## config.mk

```make
export PLATFORM = sky130hd
export DESIGN_NAME = uart_to_can_frame_deframer_flat
export DESIGN_NICKNAME = d
export VERILOG_FILES = /design/src/rtl/u2c_pkg.sv /design/src/rtl/u2c_ifs.sv /design/src/rtl/uart_to_can_frame_deframer.sv /design/src/rtl/u2c_parser.sv /design/src/rtl/u2c_out_stage.sv /design/src/flat_wrapper.sv
export SDC_FILE = /design/constraint.sdc
export NUM_CORES = 1
export LEC_CHECK = 0
export BUFFER_PORTS_ARGS = -buffer_cell sky130_fd_sc_hd__buf_4
export CAP_MARGIN = 20
export CORE_MARGIN = 8
export CORE_UTILIZATION = 30
export DETAILED_ROUTE_END_ITERATION = 7
export PLACE_DENSITY_LB_ADDON = 0.1
export SYNTH_ARGS = -nofsm -noshare
export SYNTH_HDL_FRONTEND = slang
export SYNTH_SLANG_ARGS = --single-unit
```

## constraint.sdc

```tcl
create_clock -name clk -period 9.5 [get_ports clk]
set_input_delay 0.95 -clock clk [delete_from_list [all_inputs] [get_ports clk]]
set_output_delay 0.95 -clock clk [all_outputs]
set_load 0.03 [all_outputs]
```

## src/rtl/u2c_pkg.sv

```systemverilog
package u2c_pkg;

  localparam int unsigned MaxPayload = 8;
  localparam logic [7:0] StartByteReset = 8'h24;

  typedef struct packed {
    logic [10:0] frame_id;
    logic [3:0]  frame_length;
    logic [63:0] frame_payload;
  } frame_t;

endpackage

```

## src/rtl/u2c_ifs.sv

```systemverilog
interface u2c_byte_if;
  logic       valid;
  logic       ready;
  logic [7:0] rx_byte;

  modport source(output valid, output rx_byte, input ready);
  modport sink(input valid, input rx_byte, output ready);
endinterface

interface u2c_frame_if;
  logic        valid;
  logic        ready;
  logic [10:0] frame_id;
  logic [3:0]  frame_length;
  logic [63:0] frame_payload;

  modport source(output valid, output frame_id, output frame_length, output frame_payload,
                 input ready);
  modport sink(input valid, input frame_id, input frame_length, input frame_payload,
               output ready);
endinterface

interface u2c_cfg_if;
  logic       valid;
  logic       ready;
  logic [7:0] data;

  modport source(output valid, output data, input ready);
  modport sink(input valid, input data, output ready);
endinterface

```

## src/rtl/uart_to_can_frame_deframer.sv

```systemverilog
// result: registered in the output stage when the parser consumes a frame's last item
// throughput: one item per cycle; the input register is freed in the cycle the parser
// consumes it, and a result waiting at the output stalls only an item that makes a frame
// reset: synchronous, active high; the parser returns to hunting for the start byte,
// the start byte register returns to 0x24 and no item or result is held
module uart_to_can_frame_deframer (
  input  logic        clk,
  input  logic        rst,
  u2c_cfg_if.sink     cfg,
  u2c_byte_if.sink    rx,
  u2c_frame_if.source frame
);

  logic            start_byte;
  logic [7:0]      start_byte_reg;
  logic            in_valid;
  logic [7:0]      in_data;
  logic            emit;
  logic            can_load;
  logic            advance;
  u2c_pkg::frame_t frame_next;

  assign start_byte = 1'b1;
  assign cfg.ready  = start_byte;

  always_ff @(posedge clk) begin
    if (rst) begin
      start_byte_reg <= u2c_pkg::StartByteReset;
    end else if (cfg.valid) begin
      start_byte_reg <= cfg.data;
    end
  end

  // a held item moves on unless it makes a frame and the output is still full
  assign advance  = in_valid && (!emit || can_load);
  assign rx.ready = !in_valid || advance;

  always_ff @(posedge clk) begin
    if (rst) begin
      in_valid <= 1'b0;
    end else if (rx.ready) begin
      in_valid <= rx.valid;
    end
  end

  always_ff @(posedge clk) begin
    if (rx.ready && rx.valid) begin
      in_data <= rx.rx_byte;
    end
  end

  u2c_parser u_parser (
    .clk        (clk),
    .rst        (rst),
    .start_byte (start_byte_reg),
    .step       (advance),
    .rx_data    (in_data),
    .emit       (emit),
    .frame_out  (frame_next)
  );

  u2c_out_stage u_out (
    .clk      (clk),
    .rst      (rst),
    .load     (advance && emit),
    .frame_in (frame_next),
    .can_load (can_load),
    .frame    (frame)
  );

endmodule

```

## src/rtl/u2c_parser.sv

```systemverilog
module u2c_parser (
  input  logic            clk,
  input  logic            rst,
  input  logic [7:0]      start_byte,
  input  logic            step,
  input  logic [7:0]      rx_data,
  output logic            emit,
  output u2c_pkg::frame_t frame_out
);

  typedef enum logic [2:0] {
    PH_HUNT    = 3'd0,
    PH_ID_HIGH = 3'd1,
    PH_ID_LOW  = 3'd2,
    PH_LENGTH  = 3'd3,
    PH_DATA    = 3'd4
  } phase_t;

  phase_t      phase, phase_next;
  logic [10:0] id_accum, id_accum_next;
  logic [3:0]  length_reg, length_reg_next;
  logic [3:0]  byte_count, byte_count_next;
  logic [63:0] payload_accum, payload_accum_next;
  logic [63:0] payload_merged;
  logic [3:0]  count_inc;

  always_comb begin
    payload_merged = payload_accum;
    // drop the byte into its lane, first byte lowest
    for (int i = 0; i < 8; i++) begin
      if (!byte_count[3] && byte_count[2:0] == 3'(i)) begin
        payload_merged[8*i +: 8] = rx_data;
      end
    end
  end

  assign count_inc = byte_count + 4'd1;

  always_comb begin
    phase_next         = phase;
    id_accum_next      = id_accum;
    length_reg_next    = length_reg;
    byte_count_next    = byte_count;
    payload_accum_next = payload_accum;
    emit               = 1'b0;
    case (phase)
      PH_HUNT: begin
        if (rx_data == start_byte) begin
          phase_next = PH_ID_HIGH;
        end
      end
      PH_ID_HIGH: begin
        id_accum_next = {rx_data[2:0], 8'h00};
        phase_next    = PH_ID_LOW;
      end
      PH_ID_LOW: begin
        id_accum_next = id_accum | {3'b000, rx_data};
        phase_next    = PH_LENGTH;
      end
      PH_LENGTH: begin
        if (rx_data == 8'd0 || rx_data > 8'(u2c_pkg::MaxPayload)) begin
          phase_next      = PH_HUNT;
          byte_count_next = 4'd0;
        end else begin
          length_reg_next    = rx_data[3:0];
          byte_count_next    = 4'd0;
          payload_accum_next = '0;
          phase_next         = PH_DATA;
        end
      end
      PH_DATA: begin
        payload_accum_next = payload_merged;
        byte_count_next    = count_inc;
        if (count_inc >= length_reg) begin
          emit            = 1'b1;
          phase_next      = PH_HUNT;
          byte_count_next = 4'd0;
        end
      end
      default: begin
        phase_next      = PH_HUNT;
        byte_count_next = 4'd0;
      end
    endcase
  end

  assign frame_out.frame_id      = id_accum;
  assign frame_out.frame_length  = length_reg;
  assign frame_out.frame_payload = payload_merged;

  always_ff @(posedge clk) begin
    if (rst) begin
      phase         <= PH_HUNT;
      id_accum      <= '0;
      length_reg    <= '0;
      byte_count    <= '0;
      payload_accum <= '0;
    end else if (step) begin
      phase         <= phase_next;
      id_accum      <= id_accum_next;
      length_reg    <= length_reg_next;
      byte_count    <= byte_count_next;
      payload_accum <= payload_accum_next;
    end
  end

endmodule

```

## src/rtl/u2c_out_stage.sv

```systemverilog
module u2c_out_stage (
  input  logic            clk,
  input  logic            rst,
  input  logic            load,
  input  u2c_pkg::frame_t frame_in,
  output logic            can_load,
  u2c_frame_if.source     frame
);

  logic            valid;
  u2c_pkg::frame_t frame_q;

  assign can_load = !valid || frame.ready;

  always_ff @(posedge clk) begin
    if (rst) begin
      valid <= 1'b0;
    end else if (load) begin
      valid <= 1'b1;
    end else if (frame.ready) begin
      valid <= 1'b0;
    end
  end

  always_ff @(posedge clk) begin
    if (load) begin
      frame_q <= frame_in;
    end
  end

  assign frame.valid         = valid;
  assign frame.frame_id      = frame_q.frame_id;
  assign frame.frame_length  = frame_q.frame_length;
  assign frame.frame_payload = frame_q.frame_payload;

endmodule

```

## src/flat_wrapper.sv

```systemverilog
// flat-port wrapper written by rule: the top's interface ports become plain ports
module uart_to_can_frame_deframer_flat 
  (clk, rst, cfg_valid, cfg_data, cfg_ready, rx_valid, rx_rx_byte, rx_ready, frame_valid, frame_frame_id, frame_frame_length, frame_frame_payload, frame_ready);
  u2c_cfg_if cfg_i ();
  u2c_byte_if rx_i ();
  u2c_frame_if frame_i ();
  input  logic clk;
  input  logic rst;
  input wire logic [$bits(cfg_i.valid)-1:0] cfg_valid;
  input wire logic [$bits(cfg_i.data)-1:0] cfg_data;
  output wire logic [$bits(cfg_i.ready)-1:0] cfg_ready;
  input wire logic [$bits(rx_i.valid)-1:0] rx_valid;
  input wire logic [$bits(rx_i.rx_byte)-1:0] rx_rx_byte;
  output wire logic [$bits(rx_i.ready)-1:0] rx_ready;
  output wire logic [$bits(frame_i.valid)-1:0] frame_valid;
  output wire logic [$bits(frame_i.frame_id)-1:0] frame_frame_id;
  output wire logic [$bits(frame_i.frame_length)-1:0] frame_frame_length;
  output wire logic [$bits(frame_i.frame_payload)-1:0] frame_frame_payload;
  input wire logic [$bits(frame_i.ready)-1:0] frame_ready;
  assign cfg_i.valid = cfg_valid;
  assign cfg_i.data = cfg_data;
  assign cfg_ready = cfg_i.ready;
  assign rx_i.valid = rx_valid;
  assign rx_i.rx_byte = rx_rx_byte;
  assign rx_ready = rx_i.ready;
  assign frame_valid = frame_i.valid;
  assign frame_frame_id = frame_i.frame_id;
  assign frame_frame_length = frame_i.frame_length;
  assign frame_frame_payload = frame_i.frame_payload;
  assign frame_i.ready = frame_ready;
  uart_to_can_frame_deframer u_core (.clk(clk), .rst(rst), .cfg(cfg_i), .rx(rx_i), .frame(frame_i));
endmodule
```

==> results of run 1 <==
## per-stage QoR
step / setup WS, ps / util [%]
final: 5710 / 36.8
after global routing: 5470 / 36.8
after CTS: 5370 / 36.7
after detailed placement: 5400 / 34.2
after global placement: 5530 / 34.1
after floorplan: 3740 / -
## worst reg2reg max path, stage by stage (launching register included)
cell and delay, ps:
sky130_fd_sc_hd__dfxtp_1 370, sky130_fd_sc_hd__ha_1 240, sky130_fd_sc_hd__ha_1 280, sky130_fd_sc_hd__inv_1 50, sky130_fd_sc_hd__ha_1 270, sky130_fd_sc_hd__o211ai_1 90
sky130_fd_sc_hd__o21ai_0 590, sky130_fd_sc_hd__nand3_1 250, sky130_fd_sc_hd__nor2_4 580, sky130_fd_sc_hd__buf_4 570
## cell usage after synthesis, types with 2 or more instances
library cell	n	area share, %
sky130_fd_sc_hd__a21oi_1	18	1.2
sky130_fd_sc_hd__buf_2	8	0.53
sky130_fd_sc_hd__buf_6	7	1.1
sky130_fd_sc_hd__clkbuf_1	32	1.6
sky130_fd_sc_hd__dfxtp_1	96	26
sky130_fd_sc_hd__edfxtp_1	87	35
sky130_fd_sc_hd__ha_1	10	1.7
sky130_fd_sc_hd__inv_1	67	3.3
sky130_fd_sc_hd__mux2_2	40	6.0
sky130_fd_sc_hd__mux2i_1	39	5.2
sky130_fd_sc_hd__nand2_1	45	2.2
sky130_fd_sc_hd__nand2b_1	2	0.17
sky130_fd_sc_hd__nand3_1	8	0.53
sky130_fd_sc_hd__nand4_1	6	0.50
sky130_fd_sc_hd__nor2_1	20	1.0
sky130_fd_sc_hd__nor2b_1	4	0.33
sky130_fd_sc_hd__nor3_1	2	0.13
sky130_fd_sc_hd__nor3b_1	3	0.30
sky130_fd_sc_hd__nor3b_2	3	0.50
sky130_fd_sc_hd__nor4_1	2	0.17
sky130_fd_sc_hd__o211ai_1	36	3.6
sky130_fd_sc_hd__o21ai_0	36	2.4
sky130_fd_sc_hd__o21ai_1	5	0.33
sky130_fd_sc_hd__o32ai_1	29	3.4
sky130_fd_sc_hd__xnor2_1	2	0.23
sky130_fd_sc_hd__xor2_1	8	0.93
## power by group
part | switching, mW | leakage [nW] | internal [mW] | total [mW]
Sequential | 0.0201 | 1.59 | 0.825 | 0.845
Clock | 0.321 | 0.300 | 0.430 | 0.750
Combinational | 0.0167 | 1.73 | 0.0132 | 0.0299
## cell type report
cell class / instances / area, µm² / area share [%]
Clock buffer: 18 / 439 / 4.80
Sequential cell: 183 / 4530 / 49.5
Multi-Input combinational cell: 334 / 2470 / 27.0
Clock inverter: 14 / 184 / 2.01
Timing Repair Buffer: 109 / 858 / 9.37
Inverter: 68 / 255 / 2.79
Tap cell: 330 / 413 / 4.51
## layer usage
| metal | GRT usage, % | wire length [µm] |
|---|---|---|
| met1 | 16.0 | 8670 |
| met2 | 21.3 | 9420 |
| met3 | 3.36 | 827 |
| met4 | 3.63 | 204 |
| met5 | 0 | 0 |
## logic make-up (layout without fill, tap and decap cells)
logic type	count (synthesis)	in the layout	share of synthesized area (%)
DFF	183	183	60.4
AOI/OAI and AO/OA	131	131	11.9
buffers and inverters	117	209	6.73
and+or+nand+nor	103	103	6.85
muxes	79	79	11.2
adders and majority gates	10	10	1.67
xor gates and xnor gates	10	10	1.17
other	1	1	0.0500
## worst paths after layout
path                                                     from                              endpoint  cells past startpoint
worst max-delay path            u_core.u_parser.byte_count[0]                              rx_ready                      8
worst min-delay path              u_core.u_parser.id_accum[1]        u_core.u_out.frame.frame_id[1]                      0
worst max register to register  u_core.u_parser.byte_count[0]  u_core.u_out.frame.frame_payload[43]                      9
worst min register to register    u_core.u_parser.id_accum[1]        u_core.u_out.frame.frame_id[1]                      0
==> run summary, run 1 <==
- 30.2% — Starting Density
- 39.9% — final worst path period share
- sky130_fd_sc_hd__o21ai_0 — slowest library cell on the worst path
- 590 ps — slowest cell delay on critical path
- ha_1 > ha_1 > inv_1 > ha_1 > o211ai_1 > o21ai_0 > nand4_1 > buf_4 — cell-by-cell listing of the critical path
- 0% — async set-reset flop share out of synthesis
- 5830 ps — flop2flop setup slack
- 3.62 nW — P_leak
- 0 — ant diodes
- 2840 ps — critical path data arrival time
- 103 — Boundary Pins
- 174 µm — die outline width
- 60.4% — sequential-to-total area share from yosys stat
- 0 — DRC violation count after routing
- 6 — largest fanout of any net on the critical path
- 2 — buffers plus inverters on the worst setup path
- flip-flop — launching element type of the critical path
- 183 — number of clock sinks seen by CTS
- 0 — Yosys warnings
- 70 ps — Clk pin slew, worst setup/hold paths
- 11.8 µm² — syn_area_per_cell
- 2 — Longest Clk Path Bufs
- 65 — pin count of the biggest net entering global routing
- sky130_fd_sc_hd__buf_4, sky130_fd_sc_hd__dfxtp_1, sky130_fd_sc_hd__edfxtp_1, sky130_fd_sc_hd__inv_1, sky130_fd_sc_hd__nand2_1 — most used cells in the layout excluding fill and tap cells
- 0 — initial antenna violation count
- reg2reg — min-delay worst type
- 0 — Final Setup Violations
- 0 — endpoints failing hold
- 0 — post-CTS setup buffer count
- 3790 ps — Final min period
- 317 — DRC marker count from the first detailed-route iteration
- 744 — # nets final
- 1.62 mW — total power
- reg2out — worst setup path class
- 174 µm — DIE HEIGHT
- 26.2% — share of final-layout standard cells stronger than drive strength 1
- 30300 µm² — Die Footprint
- 18.1 µm — final routed wire length divided by cell count
- 12.8% — total routing usage reported by global routing
- 1023 — number of placed instances with taps included
- sky130_fd_sc_hd__buf_4 — most common library cell in the layout ignoring fill and taps
- 177 nW/µm² — power per standard cell area
- 665 — syn nets
- 634 — cell count after synthesis
- 895 ps — pin slew with the least headroom to its limit
- 113 µV — maximum vdd ir drop
- done — clock tree from TritonCTS
- 30.2 mm — wire length of the first global-routing pass
- 2413 — Fillers
- finished, final reports clean — status
- 24900 µm² — core region area
- 58 — FP Rows
- output port — nature of the critical path endpoint
- sky130_fd_sc_hd__dfxtp_1 — flip-flop cell with the highest count after synthesis
- 1056 — Final Instance Count excl. Fillers
- 4 — total number of H-tree levels
- adder cells — delay-heaviest family, CP
- 17 — total clock buffers created by CTS
- 7510 µm² — post-synth design cell area
- 0 — Antenna Nets Post-Route
- 430 ps — later-pin clock latency in the skew report
- 264 MHz — highest achievable clock rate
- 19.1 mm — post-detailed-routing wire length
- 40.2% — normalized max-slew margin
- 22.0% — synthesis-to-layout area growth
- sky130_fd_sc_hd__ha_1 — CP most frequent cell
- 101 — count of buffers inserted at the top-level ports
- 4.71 — Via-to-Cell Ratio
- 87 — number of synthesized flops with an enable pin
- 0 — max-slew violation total from the final report
- 0 — total of max-cap violations
- 0.776 — GPL Wtd Cong
- 4979 — total number of vias
- 11.9 mm — detailed-placement wirelength estimate
- 5257 — via count of the first global-routing pass
- 4 — number of iterations in the first detailed-routing pass
- 13.9 ps — clock skew
- 0 ps — setup TNS after final layout
- 45 — number of distinct library cells after synthesis
- 435 ps — Worst Hold Slack
- 183 — FF+latch count, synth
- false — unrepaired setup endpoints after global routing
- 8510 µm² — instance area at placement
- 0 — Remaining Overflow, GRT
- 8550 ps — CP required
- sky130_fd_sc_hd__clkbuf_16 — master cell of the clock root buffer
- 9160 µm² — Post-Layout Inst Area
- 0 — Post-CTS Hold Buffers
- 0 — count of cells resized by post-cts repair
No activity file was read; power rests on OpenSTA's default activity.
==> run 2: changes to the inputs <==
- clock period: 9.5 -> 3.89 ns (I/O delays scaled with it)
==> run 2 against run 1 <==
Via count about the same. Register-to-register slack got worse by 5100 ps. First-iteration DRC count decreased by 8.8%. Clock skew about the same. Hold slack got worse by 300 ps. Final cell count increased by 0.47%. Die area unchanged. Global-route usage decreased by 0.065 points. Sequential power increased by 140%. Combinational power increased to 3.5 times the previous value. Cell area decreased by 0.71%. Utilization decreased by 0.26 points.
==> run summary, run 2 (synthesis results as in run 1) <==
- 174 µm — DIE HEIGHT
- 0 — max-slew violation total from the final report
- 749 — # nets final
- 2.8% — Comb pwr share
- 0 — total of max-cap violations
- 2414 — Fillers
- u_core.in_data[0] — worst hold path endpoint
- 4.69 — Via-to-Cell Ratio
- 740 ps — flop2flop setup slack
- 65 — pin count of the biggest net entering global routing
- ha_1 > ha_1 > inv_1 > ha_1 > o211ai_1 > o21ai_0 > nand4_1 > buf_4 — cell-by-cell listing of the critical path
- rx_rx_byte[0] — worst min-delay path startpoint
- 0.822 mW — Switch Pwr
- 53.7% — share of power burned in registers
- 3270 ps — Final min period
- output port — nature of the critical path endpoint
- 2 — Longest Clk Path Bufs
- 0 — ant diodes
- 2 — buffers plus inverters on the worst setup path
- 174 µm — die outline width
- false — unrepaired setup endpoints after global routing
- 21.1% — synthesis-to-layout area growth
- reg2out — worst setup path class
- 4 — total number of H-tree levels
- 70 ps — Clk pin slew, worst setup/hold paths
- 0 — Final Setup Violations
- sky130_fd_sc_hd__o21ai_0 — slowest library cell on the worst path
- 885 ps — pin slew with the least headroom to its limit
- 0 — Antenna Nets Post-Route
- 0 — Post-CTS Hold Buffers
- 306 MHz — highest achievable clock rate
- done — clock tree from TritonCTS
- 0 — post-CTS setup buffer count
- 744 ps — Post-Place Worst Slack
- 4975 — total number of vias
- sky130_fd_sc_hd__buf_4, sky130_fd_sc_hd__dfxtp_1, sky130_fd_sc_hd__edfxtp_1, sky130_fd_sc_hd__inv_1, sky130_fd_sc_hd__nand2_1 — most used cells in the layout excluding fill and tap cells
- 618 ps — final setup margin
- 0.776 — GPL Wtd Cong
- 19.0 mm — post-detailed-routing wire length
- 430 ps — later-pin clock latency in the skew report
- 2880 ps — critical path data arrival time
- 0 — Remaining Overflow, GRT
- 9 — depth of the worst register-to-register path
- 3.79 mW — total power
- 1 — hold path depth
- 6 — largest fanout of any net on the critical path
- 30300 µm² — Die Footprint
- sky130_fd_sc_hd__ha_1 — CP most frequent cell
- 183 — number of clock sinks seen by CTS
- 40.9% — normalized max-slew margin
- 0 — DRC violation count after routing
- 21.7% — switching portion of total power
- flip-flop — launching element type of the critical path
- 3500 ps — CP required
- in2reg — min-delay worst type
- 101 — count of buffers inserted at the top-level ports
- 103 — Boundary Pins
- 0 — endpoints failing hold
- 43.5% — part of the power in the clock network
- adder cells — delay-heaviest family, CP
- 26.4% — share of final-layout standard cells stronger than drive strength 1
- 5147 — via count of the first global-routing pass
- 2.97 mW — internal power component
- u_core.u_out.frame.frame_payload[0] — Critical R2R Capture
- 0 ps — setup TNS after final layout
- 0 — count of cells resized by post-cts repair
- 30.2% — Starting Density
- 24900 µm² — core region area
- 3.60 nW — P_leak
- 12.7% — total routing usage reported by global routing
- 4 — number of iterations in the first detailed-routing pass
- 247 µV — maximum vdd ir drop
- 550 ps — slowest cell delay on critical path
- 17.9 µm — final routed wire length divided by cell count
- u_core.u_parser.byte_count[0] — critical register-to-register path startpoint
- 289 — DRC marker count from the first detailed-route iteration
- sky130_fd_sc_hd__buf_4 — most common library cell in the layout ignoring fill and taps
- 14.2 ps — clock skew
- sky130_fd_sc_hd__clkbuf_16 — master cell of the clock root buffer
- 417 nW/µm² — power per standard cell area
- u_core.u_parser.byte_count[0] — critical path startpoint
- 30.0 mm — wire length of the first global-routing pass
- 12.1 mm — detailed-placement wirelength estimate
- 84.1% — final worst path period share
- finished, final reports clean — status
- 0 — initial antenna violation count
- 17 — total clock buffers created by CTS
- 58 — FP Rows
[run 2: cell count changes in the layout (fill, tap and decap cells not counted), moves of 3 or more]
cell,previous run,this run
sky130_fd_sc_hd__inv_6,6,2
sky130_fd_sc_hd__buf_4,107,114
sky130_fd_sc_hd__clkinv_4,0,3
sky130_fd_sc_hd__clkinv_2,0,3
[run 2: worst max-delay path by stage]
| stage | slack, ps | endpoint | depth (start not counted) |
|---|---|---|---|
| global placement | 860 | u_core.u_out.frame.frame_payload[48] | 9 |
| finish | 620 | rx_ready | 8 |
| detailed placement | 740 | u_core.u_out.frame.frame_payload[62] | 9 |
| global route | 390 | rx_ready | 8 |
| CTS | 590 | rx_ready | 8 |
| floorplan | 290 | u_core.u_out.frame.frame_id[0] | 9 |
[run 2: metal layers]
layer	vias up	part of all wire, %	global-route usage, %
li1	2430	-	-
met1	2418	46	16.1
met2	106	48	20.7
met3	21	4.4	3.12
met4	0	1.8	4.70
met5	-	0	0
[run 2: metrics by stage]
step                      std cells  instance area [µm²]  hold WS [ps]  util, %
after floorplan                 634                 7510           408        -
after global placement         1029                 8530           417     34.3
after detailed placement       1029                 8530           417     34.3
after CTS                      1061                 9090           110     36.5
after global routing           1061                 9090           112     36.5
final                          1061                 9090           133     36.5
[run 2: final cells by class]
class                      instances  area, µm²  share of cell area, %
timing repair buffer             114        856                   9.41
clock buffer                      21        460                   5.06
multi-input combinational        334       2470                   27.2
inverter                          68        255                   2.81
tap                              330        413                   4.54
sequential                       183       4530                   49.9
clock inverter                    11        100                   1.10
[run 2: power by group through the flow]
stage	registers, mW	clock network (mW)	logic, mW
finish	2.04	1.65	0.105
global route	2.04	1.77	0.113
CTS	2.04	1.69	0.106
detailed placement	2.08	0	0.106
global placement	2.08	0	0.104
floorplan	2.06	0	0.0619
